$ cat src/rtl/zfh_pkg.sv
// Shared types and constants for the zonal flocking heading block.
// Used by every module under rtl/; depends on nothing.
`timescale 1ns / 1ps

package zfh_pkg;

    localparam int AddrWidth = 5;
    localparam int QueueDepth = 2;
    localparam int QueueAw = $clog2(QueueDepth);
    localparam int RootSteps = 30;
    localparam int DivSteps = 17;
    localparam int StepCw = 5;

    localparam logic [2:0] REG_REPEL_RADIUS   = 3'd0;
    localparam logic [2:0] REG_ALIGN_RADIUS   = 3'd1;
    localparam logic [2:0] REG_ATTRACT_RADIUS = 3'd2;
    localparam logic [2:0] REG_ALIGN_WEIGHT   = 3'd3;
    localparam logic [2:0] REG_VIEW_COS_LIMIT = 3'd4;
    localparam logic [2:0] REG_MODE_BITS      = 3'd5;
    localparam logic [2:0] REG_BOX_WIDTH      = 3'd6;
    localparam logic [2:0] REG_BOX_HEIGHT     = 3'd7;

    localparam logic [2:0] ZONE_NONE    = 3'd0;
    localparam logic [2:0] ZONE_REPEL   = 3'd1;
    localparam logic [2:0] ZONE_MIXED   = 3'd2;
    localparam logic [2:0] ZONE_ALIGN   = 3'd3;
    localparam logic [2:0] ZONE_ATTRACT = 3'd4;

    localparam int MODE_WRAP = 0;
    localparam int MODE_VICSEK = 1;

    typedef struct packed {
        logic [19:0]        repel_radius;
        logic [19:0]        align_radius;
        logic [19:0]        attract_radius;
        logic [14:0]        align_weight;
        logic signed [15:0] view_cos_limit;
        logic [1:0]         mode_bits;
        logic [19:0]        box_width;
        logic [19:0]        box_height;
    } t_cfg;

    // One classified neighbor as it travels from front to back.
    typedef struct packed {
        logic signed [20:0] rx;
        logic signed [20:0] ry;
        logic signed [15:0] fcos;
        logic signed [15:0] fsin;
        logic signed [23:0] vx;
        logic signed [23:0] vy;
        logic               skip;
        logic               repel_hit;
        logic               lt_ra;
        logic               align_ok;
        logic               attract_ok;
        logic               last;
    } t_rec;

endpackage

$ cat src/rtl/zfh_fifo.sv
// Short record queue between the front and back sections.
// Depends on zfh_pkg for the record type.
`timescale 1ns / 1ps

module zfh_fifo import zfh_pkg::*; (
    input  logic i_clk,
    input  logic i_rst_n,
    input  logic i_push,
    input  t_rec i_data,
    input  logic i_pop,
    output t_rec o_data,
    output logic o_full,
    output logic o_empty
);

    t_rec               r_mem [QueueDepth];
    logic [QueueAw-1:0] r_wp;
    logic [QueueAw-1:0] r_rp;
    logic [QueueAw:0]   r_cnt;

    assign o_full  = (r_cnt == (QueueAw+1)'(QueueDepth));
    assign o_empty = (r_cnt == '0);
    assign o_data  = r_mem[r_rp];

    always_ff @(posedge i_clk) begin
        if (i_push && !o_full) begin
            r_mem[r_wp] <= i_data;
        end
    end

    always_ff @(posedge i_clk) begin
        if (!i_rst_n) begin
            r_wp  <= '0;
            r_rp  <= '0;
            r_cnt <= '0;
        end else begin
            if (i_push && !o_full) begin
                r_wp <= r_wp + 1'b1;
            end
            if (i_pop && !o_empty) begin
                r_rp <= r_rp + 1'b1;
            end
            r_cnt <= r_cnt + (QueueAw+1)'(i_push && !o_full)
                           - (QueueAw+1)'(i_pop && !o_empty);
        end
    end

endmodule

$ cat config.mk
export PLATFORM = sky130hd
export DESIGN_NAME = zfh_fifo
export DESIGN_NICKNAME = d
export VERILOG_FILES = /design/src/rtl/zfh_pkg.sv /design/src/rtl/zfh_fifo.sv
export SDC_FILE = /design/constraint.sdc
export NUM_CORES = 1
export LEC_CHECK = 0
export ABC_AREA = 1
export ABC_CLOCK_PERIOD_IN_PS = 9200
export BUFFER_PORTS_ARGS = -buffer_cell sky130_fd_sc_hd__buf_2
export CAP_MARGIN = 20
export CORE_MARGIN = 1.5
export CORE_UTILIZATION = 45
export DETAILED_ROUTE_END_ITERATION = 8
export PLACE_DENSITY = 0.79
export SETUP_SLACK_MARGIN = 0.5
export SKIP_CTS_REPAIR_TIMING = 1
export SYNTH_ARGS = -nofsm -noshare
export SYNTH_HDL_FRONTEND = slang
export SYNTH_SLANG_ARGS = --single-unit
$ cat constraint.sdc
create_clock -name i_clk -period 9.2 [get_ports i_clk]
set_input_delay 2.3 -clock i_clk [delete_from_list [all_inputs] [get_ports i_clk]]
set_output_delay 2.3 -clock i_clk [all_outputs]
set_load 0.05 [all_outputs]
### Word-level counts from Yosys, hierarchy flattened

Memory sizes are Yosys's and may differ from the RTL's. A register that Yosys moved wholly into a read port is not among the register bits.
Cells that the tools add are included.

* output and inout port bits: 130
* word-level logic and storage cells: 18
* memory bits (writable): 256
* bits in registers: 4
* memories: 1
* input port bits: 132

* add/sub/neg operators: 4
* reduce and logical (&&, ||, !) cells: 5
* muxes and demuxes: 4
* eq/ne operators: 1

Memories
* r_mem: words 2, bits a word 128, rd ports 1, clocked after memory_dff 1, wr ports 1, RTL line zfh_fifo.sv:16 `t_rec r_mem [QueueDepth];`

Operators with widths (number)
* 1-bit 2-to-1 mux: 4
* 1-bit adder (second input constant): 2
* 2-bit by 1-bit adder with 2-bit output: 1
* 2-bit == test (second input constant): 1
* 1-bit logical AND: 2
* 1-bit zero test: 2
* 2-bit zero test: 1
* 2-bit by 1-bit subtractor with 2-bit output: 1

### Logic depth before layout (Yosys ltp)

Gate-level depths: netlist (run 1).

* word-level depth: 5
* depth in mapped cells: 11
* mapped depth without buffers: 11

### Worst setup path after synthesis (run 1)

OpenSTA, ideal clock, no wires.

* path type: input to register
* start point: in i_push
* end point: mem r_mem[0][0] in the netlist's numbering, enable pin
* path buffers: 0
* data arrival time: 7687 ps
* setup slack: 897 ps
* setup time: 616 ps
* data required time: 8584 ps
* stages on the path: 2
* cells stage by stage: nand2_1 nor2_1

* cells in the longest elaborated chain, start to end: 3

Ends and longest elaborated chain
* start, declared: RTL line zfh_fifo.sv:8 `input logic i_push,`
* 1-bit logical AND: RTL line zfh_fifo.sv:26 `if (i_push && !o_full) begin`
* 1-bit 2-to-1 mux: RTL line zfh_fifo.sv:26
* 1-bit 2-to-1 mux (not written as such): RTL line zfh_fifo.sv:27 `r_mem[r_wp] <= i_data;`
* end, declared: RTL line zfh_fifo.sv:16

Every way passes these cells.

==> results of run 1 <==
## stage by stage
stage                     cells  hold WS [ns]  power [W]
after CTS                  1010        0.5138   0.003849
after detailed placement    962        0.4861   0.002840
after global placement      962        0.4821   0.002825
after global routing       1013        0.5691   0.003957
after floorplan             436        0.4675   0.002618
final                      1014        0.5230   0.003811
## final cells by class
class | count | area share
repair buffers | 265 | 0.1123
well taps | 275 | 0.02891
clock buffers | 35 | 0.05929
clock inverters | 13 | 0.009776
inverters | 9 | 0.003048
multi-input cells | 152 | 0.1313
flip-flops and latches | 261 | 0.6546
diodes | 4 | 0.0008410
## path summary, 6_finish.rpt
check	slack (ns)	endpoint	start	depth (start not counted)
setup / recovery	4.01	o_data[45]	register	3
hold / removal	0.52	register	r_rp	2
setup reg to reg	6.59	r_mem[1][123]	r_cnt[0]	5
hold reg to reg	0.52	register	r_rp	2
## routing by layer
layer | up-vias | wire length [um] | global-route usage | share of wire
met5 | - | 27 | 0 | 0.0015
met4 | 4 | 452 | 0.05842 | 0.026
met3 | 41 | 1521 | 0.04939 | 0.086
met2 | 196 | 8734 | 0.2547 | 0.49
met1 | 2399 | 6913 | 0.1822 | 0.39
li1 | 2278 | - | - | -
## critical path, delay by kind of cell (launching register included)
family | cells | cell delay, ns
buffers and inverters | 2 | 1.01
DFF | 1 | 0.84
muxes | 1 | 0.42
## power by group through the flow
stage	Clock [W]	Sequential, W	Combinational, W
after detailed placement	0	0.00161	0.00123
after floorplan	0	0.00159	0.00103
after global routing	0.00107	0.00160	0.00129
final	0.00100	0.00158	0.00123
after CTS	0.00103	0.00158	0.00124
after global placement	0	0.00160	0.00123
## cell usage after synthesis
| cell | n | area, sq um |
|---|---|---|
| a21oi_1 | 2 | 10.01 |
| ha_1 | 2 | 25.02 |
| mux2_2 | 128 | 1441 |
| nor2_1 | 8 | 30.03 |
| nand3_1 | 3 | 15.01 |
| edfxtp_1 | 256 | 7687 |
| clkbuf_8 | 8 | 110.1 |
| inv_1 | 9 | 33.78 |
| dfxtp_1 | 5 | 100.1 |
| nand2_1 | 9 | 33.78 |
| buf_6 | 6 | 67.56 |
## cell families (layout without fill, tap and decap cells)
logic type      Yosys count  after routing  synth area share
other cells               0              4                 0
fa+ha+maj                 2              2          0.002619
compound gates            2              2          0.001048
mux                     128            128            0.1509
flops                   261            261            0.8151
simple gates             20             20          0.008250
buf+inv                  23            322           0.02213
## state kept, by name (all words and copies together), names as in the netlist, named ones only
signal and count:
r_cnt 2, r_mem 256, r_rp 1, r_wp 1
==> flow_summary.toml, run 1 <==
[global_routing]
grt_pass1_wl_um = 25990
grt_pass1_vias = 4968
globalRoute.totalOverflow = 0
global_route.usage.total = 0.1516
largest_net_degree_at_the_start_of_global_routing = 80
antenna_violations_before_repair = 7

[route]
routed-via-count = 4918
detail_route.drc_violations = 0
firstDrtPassIters = 4
route.final.wire_length_um = 17650
post_route_ant_nets = 0
detail_route.vias_per_cell = 4.850
drt_first_iter_violations = 187
routed_len_inst_um = 17.40

[clock_tree]
clock_insertion_delay_at_the_later_pin_of_the_skew_report_ns = 0.51
clk_path_buf_depth = 3
cts-root-buf = "clkbuf_16"
htree_num_levels = 1
numClockSinks = 261
clock_input_transition_at_the_sequential_cells_of_the_worst_setup_and_hold_paths_ns = 0.06
cts-buffers-inserted = 26
cts_tree = "done"

[worst_setup_path]
crit_type = "register to output pin"
critPathArrivalTime_ns = 2.89
critical_path.cell_chain = "buf_4, mux2_2, buf_2"
critical_path_peak_fanout = 71
timing.critical_path.required_ns = 6.90
worst_path_largest_cell_delay_ns = 0.84
endpoint_kind = "output pin"
crit_slowest_cell = "dfxtp_4"
worstSetupStartpointType = "register"

[timing]
max_freq_mhz = 192.8
clock_skew_ns = 0.009712
rsz0062_at_grt = "false"
layout_worst_path_cycle_share = 0.5637
slew_headroom = 0.2865
finalMaxSlewViolations = 0
hold_viol_final = 0
final_setup_violations = 0
min_period_ns = 5.186
setup_tns_ns = 0
worst_slew_pin_slew_ns = 1.070
finalWorstSetupSlack_ns = 4.014

[placed_design]
place.port_buffers = 261
pre_cts_ws_ns = 4.513
globalplace.congestion = 0.7250
dp_hpwl_um = 11420
postPlaceCellArea_sq_um = 11070

[yosys]
seq_area_frac_synth = 0.8151
synthesis.instances = 436
synth_seq_cells = 261
synth.distinct_cells = 11
syn_nets = 570
avg_inst_size_synth_sq_um = 21.91
syn_area_sq_um = 9554
synthesis.yosys.warnings = 0

[power]
sw_ratio = 0.3626
power_density_over_the_cells_nw_per_um2 = 320.2
clockPowerShare = 0.263
total_leakage_power_nw = 4.449
combinationalPowerShare = 0.322
seqPwrFrac = 0.415
internal-power_w = 0.002429
switchingPower_w = 0.001382
peakVddDrop_v = 0.0002211

[floorplan]
die_x_um = 148.7
die_h_um = 148.7
num_rows = 53
area_of_the_die_sq_um = 22110
coreArea_sq_um = 20960
initial_utilization = 0.4559
number_of_ports_placed_on_the_die_boundary = 262

[finish]
ff_latch_area_sq_um = 7791
fill_cells = 1603
final_design_area_no_fill_sq_um = 11900
layout.cells.most_common = "buf_2"
mostFrequentLayoutCells = "buf_2 (261), edfxtp_1 (256), mux2_2 (128), clkbuf_16 (27), nand2_1 (9)"
layout.core_utilization = 0.5680
multi_input_comb_area_sq_um = 1563
drive_gt1_frac = 0.5850
design.final.nets = 849
flow.area_growth_from_synthesis_pct = 24.58

[worst_hold_path]
timing.hold.worst.class = "register to register"

[run_status]
run_status = "finished clean"

[flow_run]
maxCapViolations = 0
Note: power is estimated with default switching activity, not from simulation.
==> inputs of run 2 (changes only) <==
- ABC_CLOCK_PERIOD_IN_PS: 9200 -> 5200
- clock period: 9.2 -> 5.2 ns (I/O delays scaled with it)
==> flow_summary.toml, run 2 (same netlist as run 1, synthesis figures left out) <==
[run_status]
run_status = "finished clean"

[finish]
design.final.nets = 850
drive_gt1_frac = 0.5822
largest_register = "r_mem"
layout_top_registers = "r_mem: 256 flops, r_cnt: 2 flops"
layout.cells.most_common = "buf_2"
largest_register_ffs = 256
multi_input_comb_area_sq_um = 1563
ff_latch_area_sq_um = 7791
mostFrequentLayoutCells = "buf_2 (261), edfxtp_1 (256), mux2_2 (128), clkbuf_16 (27), nand2_1 (9)"
flow.area_growth_from_synthesis_pct = 24.18
fill_cells = 1664

[timing]
hold_viol_final = 0
layout_worst_path_cycle_share = 0.7302
setup_tns_ns = 0
finalMaxSlewViolations = 0
min_period_ns = 3.797
clock_skew_ns = 0.008136
worst_slew_pin_slew_ns = 0.9254
max_freq_mhz = 263.3
slew_headroom = 0.3831
final_setup_violations = 0
rsz0062_at_grt = "false"

[worst_setup_path]
critical_path_peak_fanout = 65
cp_top_family = "flip-flops"
ff2ff_setup_slack_ns = 3.09
crit_slowest_cell = "dfxtp_4"
worst_path_largest_cell_delay_ns = 0.90
critical_path.cell_chain = "buf_12, mux2_2, buf_2"
crit_type = "register to output pin"
worstSetupStartpointType = "register"
critPathArrivalTime_ns = 2.50
endpoint_kind = "output pin"
critical_path.n_buffers_inverters = 2
timing.critical_path.required_ns = 3.90

[floorplan]
die_h_um = 148.7
area_of_the_die_sq_um = 22110
coreArea_sq_um = 20960
number_of_ports_placed_on_the_die_boundary = 262
die_x_um = 148.7
initial_utilization = 0.4559
num_rows = 53

[clock_tree]
clock_insertion_delay_at_the_later_pin_of_the_skew_report_ns = 0.51
cts-buffers-inserted = 27
clock_input_transition_at_the_sequential_cells_of_the_worst_setup_and_hold_paths_ns = 0.05
clk_path_buf_depth = 3
numClockSinks = 261
htree_num_levels = 1
cts-root-buf = "clkbuf_16"
cts_tree = "done"

[route]
detail_route.drc_violations = 0
detail_route.vias_per_cell = 4.841
route.final.wire_length_um = 17530
drt_first_iter_violations = 291
routed-via-count = 4875
firstDrtPassIters = 4
routed_len_inst_um = 17.41
post_route_ant_nets = 0
met1_wl_um = 6961
wl_met2_um = 8870
met3WireLength_um = 1346
topRoutingLayerUsed = "met4"

[global_routing]
antenna_violations_before_repair = 2
globalRoute.totalOverflow = 0
largest_net_degree_at_the_start_of_global_routing = 68
grt_pass1_vias = 5014
grt_pass1_wl_um = 26150
global_route.usage.total = 0.1518

[power]
power_w = 0.006682
peakVddDrop_v = 0.0003692
total_leakage_power_nw = 4.433
power_density_over_the_cells_nw_per_um2 = 563.2

[placed_design]
place.port_buffers = 261
dp_hpwl_um = 11280
globalplace.congestion = 0.6994

[worst_hold_path]
timing.hold.worst.class = "register to register"

[flow_run]
maxCapViolations = 0
run 2: cell count changes in the layout (fill, tap and decap cells not counted):
cell / previous run / this run
diode_2: 4 / 2
buf_12: 0 / 2
bufinv_16: 2 / 1
buf_4: 4 / 2
clkinv_4: 1 / 0
clkinvlp_4: 2 / 0
clkinv_2: 2 / 1
run 2: final cells by class:
cell class / instances / share of cell area
multi-input combinational: 152 / 0.1317
clock buffer: 35 / 0.05948
sequential: 261 / 0.6567
antenna: 2 / 0.0004219
timing repair buffer: 265 / 0.1147
clock inverter: 8 / 0.004851
tap: 275 / 0.02900
inverter: 9 / 0.003058
run 2: metal layers:
metal / GRT usage / vias to the layer above
met2: 0.2637 / 180
met3: 0.04356 / 28
met5: 0 / -
met1: 0.1835 / 2396
li1: - / 2271
met4: 0.04653 / 0
run 2: path summary, 6_finish.rpt:
check                 from           end  cells after the start
hold / removal        r_rp          r_rp                      2
setup / recovery  register   o_data[121]                      3
setup reg to reg  r_cnt[0]  r_mem[1][27]                      5
hold reg to reg       r_rp          r_rp                      2
run 2: worst register-to-register path, stage by stage (launching register included):
cell and delay, ns:
dfxtp_1 0.35, inv_1 0.06, nand2_1 0.11, nand3_1 0.14, inv_4 0.66, buf_12 0.39
run 2: per-stage QoR:
stage	setup slack [ns]	utilization	hold slack, ns	cell area [sq um]	cells
CTS	1.305	0.5659	0.5118	11860	1005
floorplan	0.8406	-	0.4675	9562	436
detailed placement	1.858	0.5295	0.4956	11100	962
global route	1.248	0.5659	0.5520	11860	1005
finish	1.403	0.5662	0.5044	11860	1007
global placement	1.887	0.5295	0.4828	11100	962
run 2: report_power, final:
group,switching (W),internal (W),leakage (nW)
logic,0.00160,0.000582,1.63
registers,0.000123,0.00267,2.43
clock network,0.000716,0.000988,0.370
total,0.00244,0.00424,4.43
==> inputs of run 3 (changes only) <==
- ABC_AREA: 1 -> 0
- ABC_CLOCK_PERIOD_IN_PS: 5200 -> 3600
- clock period: 5.2 -> 3.6 ns (I/O delays scaled with it)
==> flow_summary.toml, run 3 <==
[floorplan]
number_of_ports_placed_on_the_die_boundary = 262
initial_utilization = 0.4568
die_h_um = 148.6
num_rows = 53
die_x_um = 148.6
coreArea_sq_um = 20890
area_of_the_die_sq_um = 22090

[timing]
layout_worst_path_cycle_share = 0.7852
finalWorstSetupSlack_ns = 0.7732
hold_viol_final = 0
final_setup_violations = 0
setup_tns_ns = 0
clock_skew_ns = 0.01235
finalMaxSlewViolations = 0
max_freq_mhz = 353.8
slew_headroom = 0.5258
rsz0062_at_grt = "false"
worst_slew_pin_slew_ns = 0.7113
min_period_ns = 2.827

[finish]
largest_register_ffs = 256
flow.area_growth_from_synthesis_pct = 25.72
layout.cells.most_common = "buf_2"
mostFrequentLayoutCells = "buf_2 (261), edfxtp_1 (256), mux2_2 (128), clkbuf_16 (27), clkinv_1 (8)"
final_design_area_no_fill_sq_um = 12000
drive_gt1_frac = 0.6008
largest_register = "r_mem"
layout_top_registers = "r_mem: 256 flops, r_cnt: 2 flops"
design.final.nets = 839
fill_cells = 1603

[worst_hold_path]
timing.hold.worst.class = "register to register"
whs_path_depth = 2
min-delay-start = "r_rp"

[worst_setup_path]
critical_path_peak_fanout = 64
worstReg2RegStart = "r_cnt[0]"
crit_type = "register to output pin"
ff2ff_setup_slack_ns = 1.59
worstSetupStartpointType = "register"
timing.critical_path.required_ns = 2.70
critPathArrivalTime_ns = 1.93
crit_slowest_cell = "dfxtp_4"
reg2regPathDepth = 3
endpoint_kind = "output pin"
worst_reg2reg_path_endpoint = "r_mem[1][77]"
critical_path.cell_chain = "buf_12, mux2_2, buf_2"
worst_path_largest_cell_delay_ns = 0.40

[clock_tree]
clk_path_buf_depth = 3
htree_num_levels = 1
clock_input_transition_at_the_sequential_cells_of_the_worst_setup_and_hold_paths_ns = 0.06
cts-root-buf = "clkbuf_16"
cts-buffers-inserted = 26
cts_tree = "done"
numClockSinks = 261
clock_insertion_delay_at_the_later_pin_of_the_skew_report_ns = 0.52

[yosys]
synth.distinct_cells = 16
synthesis.instances = 423
synthesis.yosys.warnings = 0
synth_most_common_cell = "edfxtp_1"
synthTopCellsByCount = "edfxtp_1 (256), mux2_2 (128), clkbuf_8 (8)"
avg_inst_size_synth_sq_um = 22.56
most_used_dff_post_synth = "edfxtp_1"
asyncSetResetFlopFracSynth = 0
seq_area_frac_synth = 0.8162
synth_seq_cells = 261
synth_top_cell_area_share = 0.8057
syn_nets = 557
synthDominantAreaCellType = "edfxtp_1"
count_of_flip_flops_with_a_built_in_enable_after_synthesis = 256
synth.area.top_cells = "edfxtp_1 (81%), mux2_2 (15%), clkbuf_8 (1.2%), dfxtp_1 (1.0%), buf_6 (0.71%)"
syn_area_sq_um = 9542

[global_routing]
antenna_violations_before_repair = 2
globalRoute.totalOverflow = 0
global_route.usage.total = 0.1516
largest_net_degree_at_the_start_of_global_routing = 76
grt_pass1_wl_um = 25850
grt_pass1_vias = 4939

[placed_design]
pre_cts_ws_ns = 1.254
globalplace.congestion = 0.7053
postPlaceCellArea_sq_um = 11150
dp_hpwl_um = 11320
place.port_buffers = 261

[route]
routed-via-count = 4905
routed_len_inst_um = 17.52
detail_route.drc_violations = 0
drt_first_iter_violations = 241
route.final.wire_length_um = 17560
post_route_ant_nets = 0
firstDrtPassIters = 4
detail_route.vias_per_cell = 4.895

[flow_run]
maxCapViolations = 0

[power]
power_w = 0.009786
power_density_over_the_cells_nw_per_um2 = 815.8
total_leakage_power_nw = 4.460
peakVddDrop_v = 0.0005300

[run_status]
run_status = "finished clean"
-- run 3: area by class of cell --
type | count | area, sq um | area share
sequential | 261 | 7791 | 0.6495
antenna | 3 | 7.507 | 0.0006258
multi-input combinational | 146 | 1598 | 0.1332
clock inverter | 16 | 147.6 | 0.01231
tap | 275 | 344.1 | 0.02868
inverter | 2 | 7.507 | 0.0006258
clock buffer | 31 | 690.7 | 0.05758
timing repair buffer | 268 | 1409 | 0.1175
-- run 3: layer usage --
layer,wire [um],global-route usage,share of wire,up-vias
met2,9007,0.2663,0.51,203
li1,-,-,-,2255
met5,0,0,0,-
met4,526,0.05792,0.030,0
met3,1402,0.04601,0.080,41
met1,6622,0.1741,0.38,2406
-- run 3: where the power goes --
| group | internal (W) | switching (W) |
|---|---|---|
| Sequential | 0.00382 | 0.000102 |
| Combinational | 0.000884 | 0.00236 |
| Clock | 0.00157 | 0.00105 |
| Total | 0.00627 | 0.00351 |
-- run 3: kinds of logic after synthesis --
family,synth area share
and+or+nand+nor,0.006164
xor gates and xnor gates,0.002754
AOI/OAI and AO/OA,0.0007871
adders and majority gates,0.002622
buffers and inverters,0.01941
DFF,0.8162
muxes,0.1521
-- run 3: stage by stage --
stage	std cells	hold WS, ns	util
global placement	952	0.5194	0.5338
finish	1002	0.5378	0.5742
global route	1000	0.5410	0.5740
CTS	999	0.5415	0.5739
floorplan	423	0.4868	-
detailed placement	952	0.5228	0.5338
-- run 3: worst max path at each step --
stage | to | cells past startpoint | start | slack, ns
CTS | o_data[66] | 3 | register | 0.76
detailed placement | r_mem[1][42] | 3 | i_push | 1.25
floorplan | r_mem[0][0] | 2 | i_push | 0.34
finish | o_data[17] | 3 | register | 0.77
global placement | r_mem[1][120] | 3 | i_push | 1.26
global route | o_data[68] | 3 | register | 0.72
-- run 3: worst max-delay path: cells and delay by family (launching register included) --
kind | cells | cell delay, ns
multiplexers | 1 | 0.40
flip-flops | 1 | 0.40
buffers and inverters | 2 | 0.49
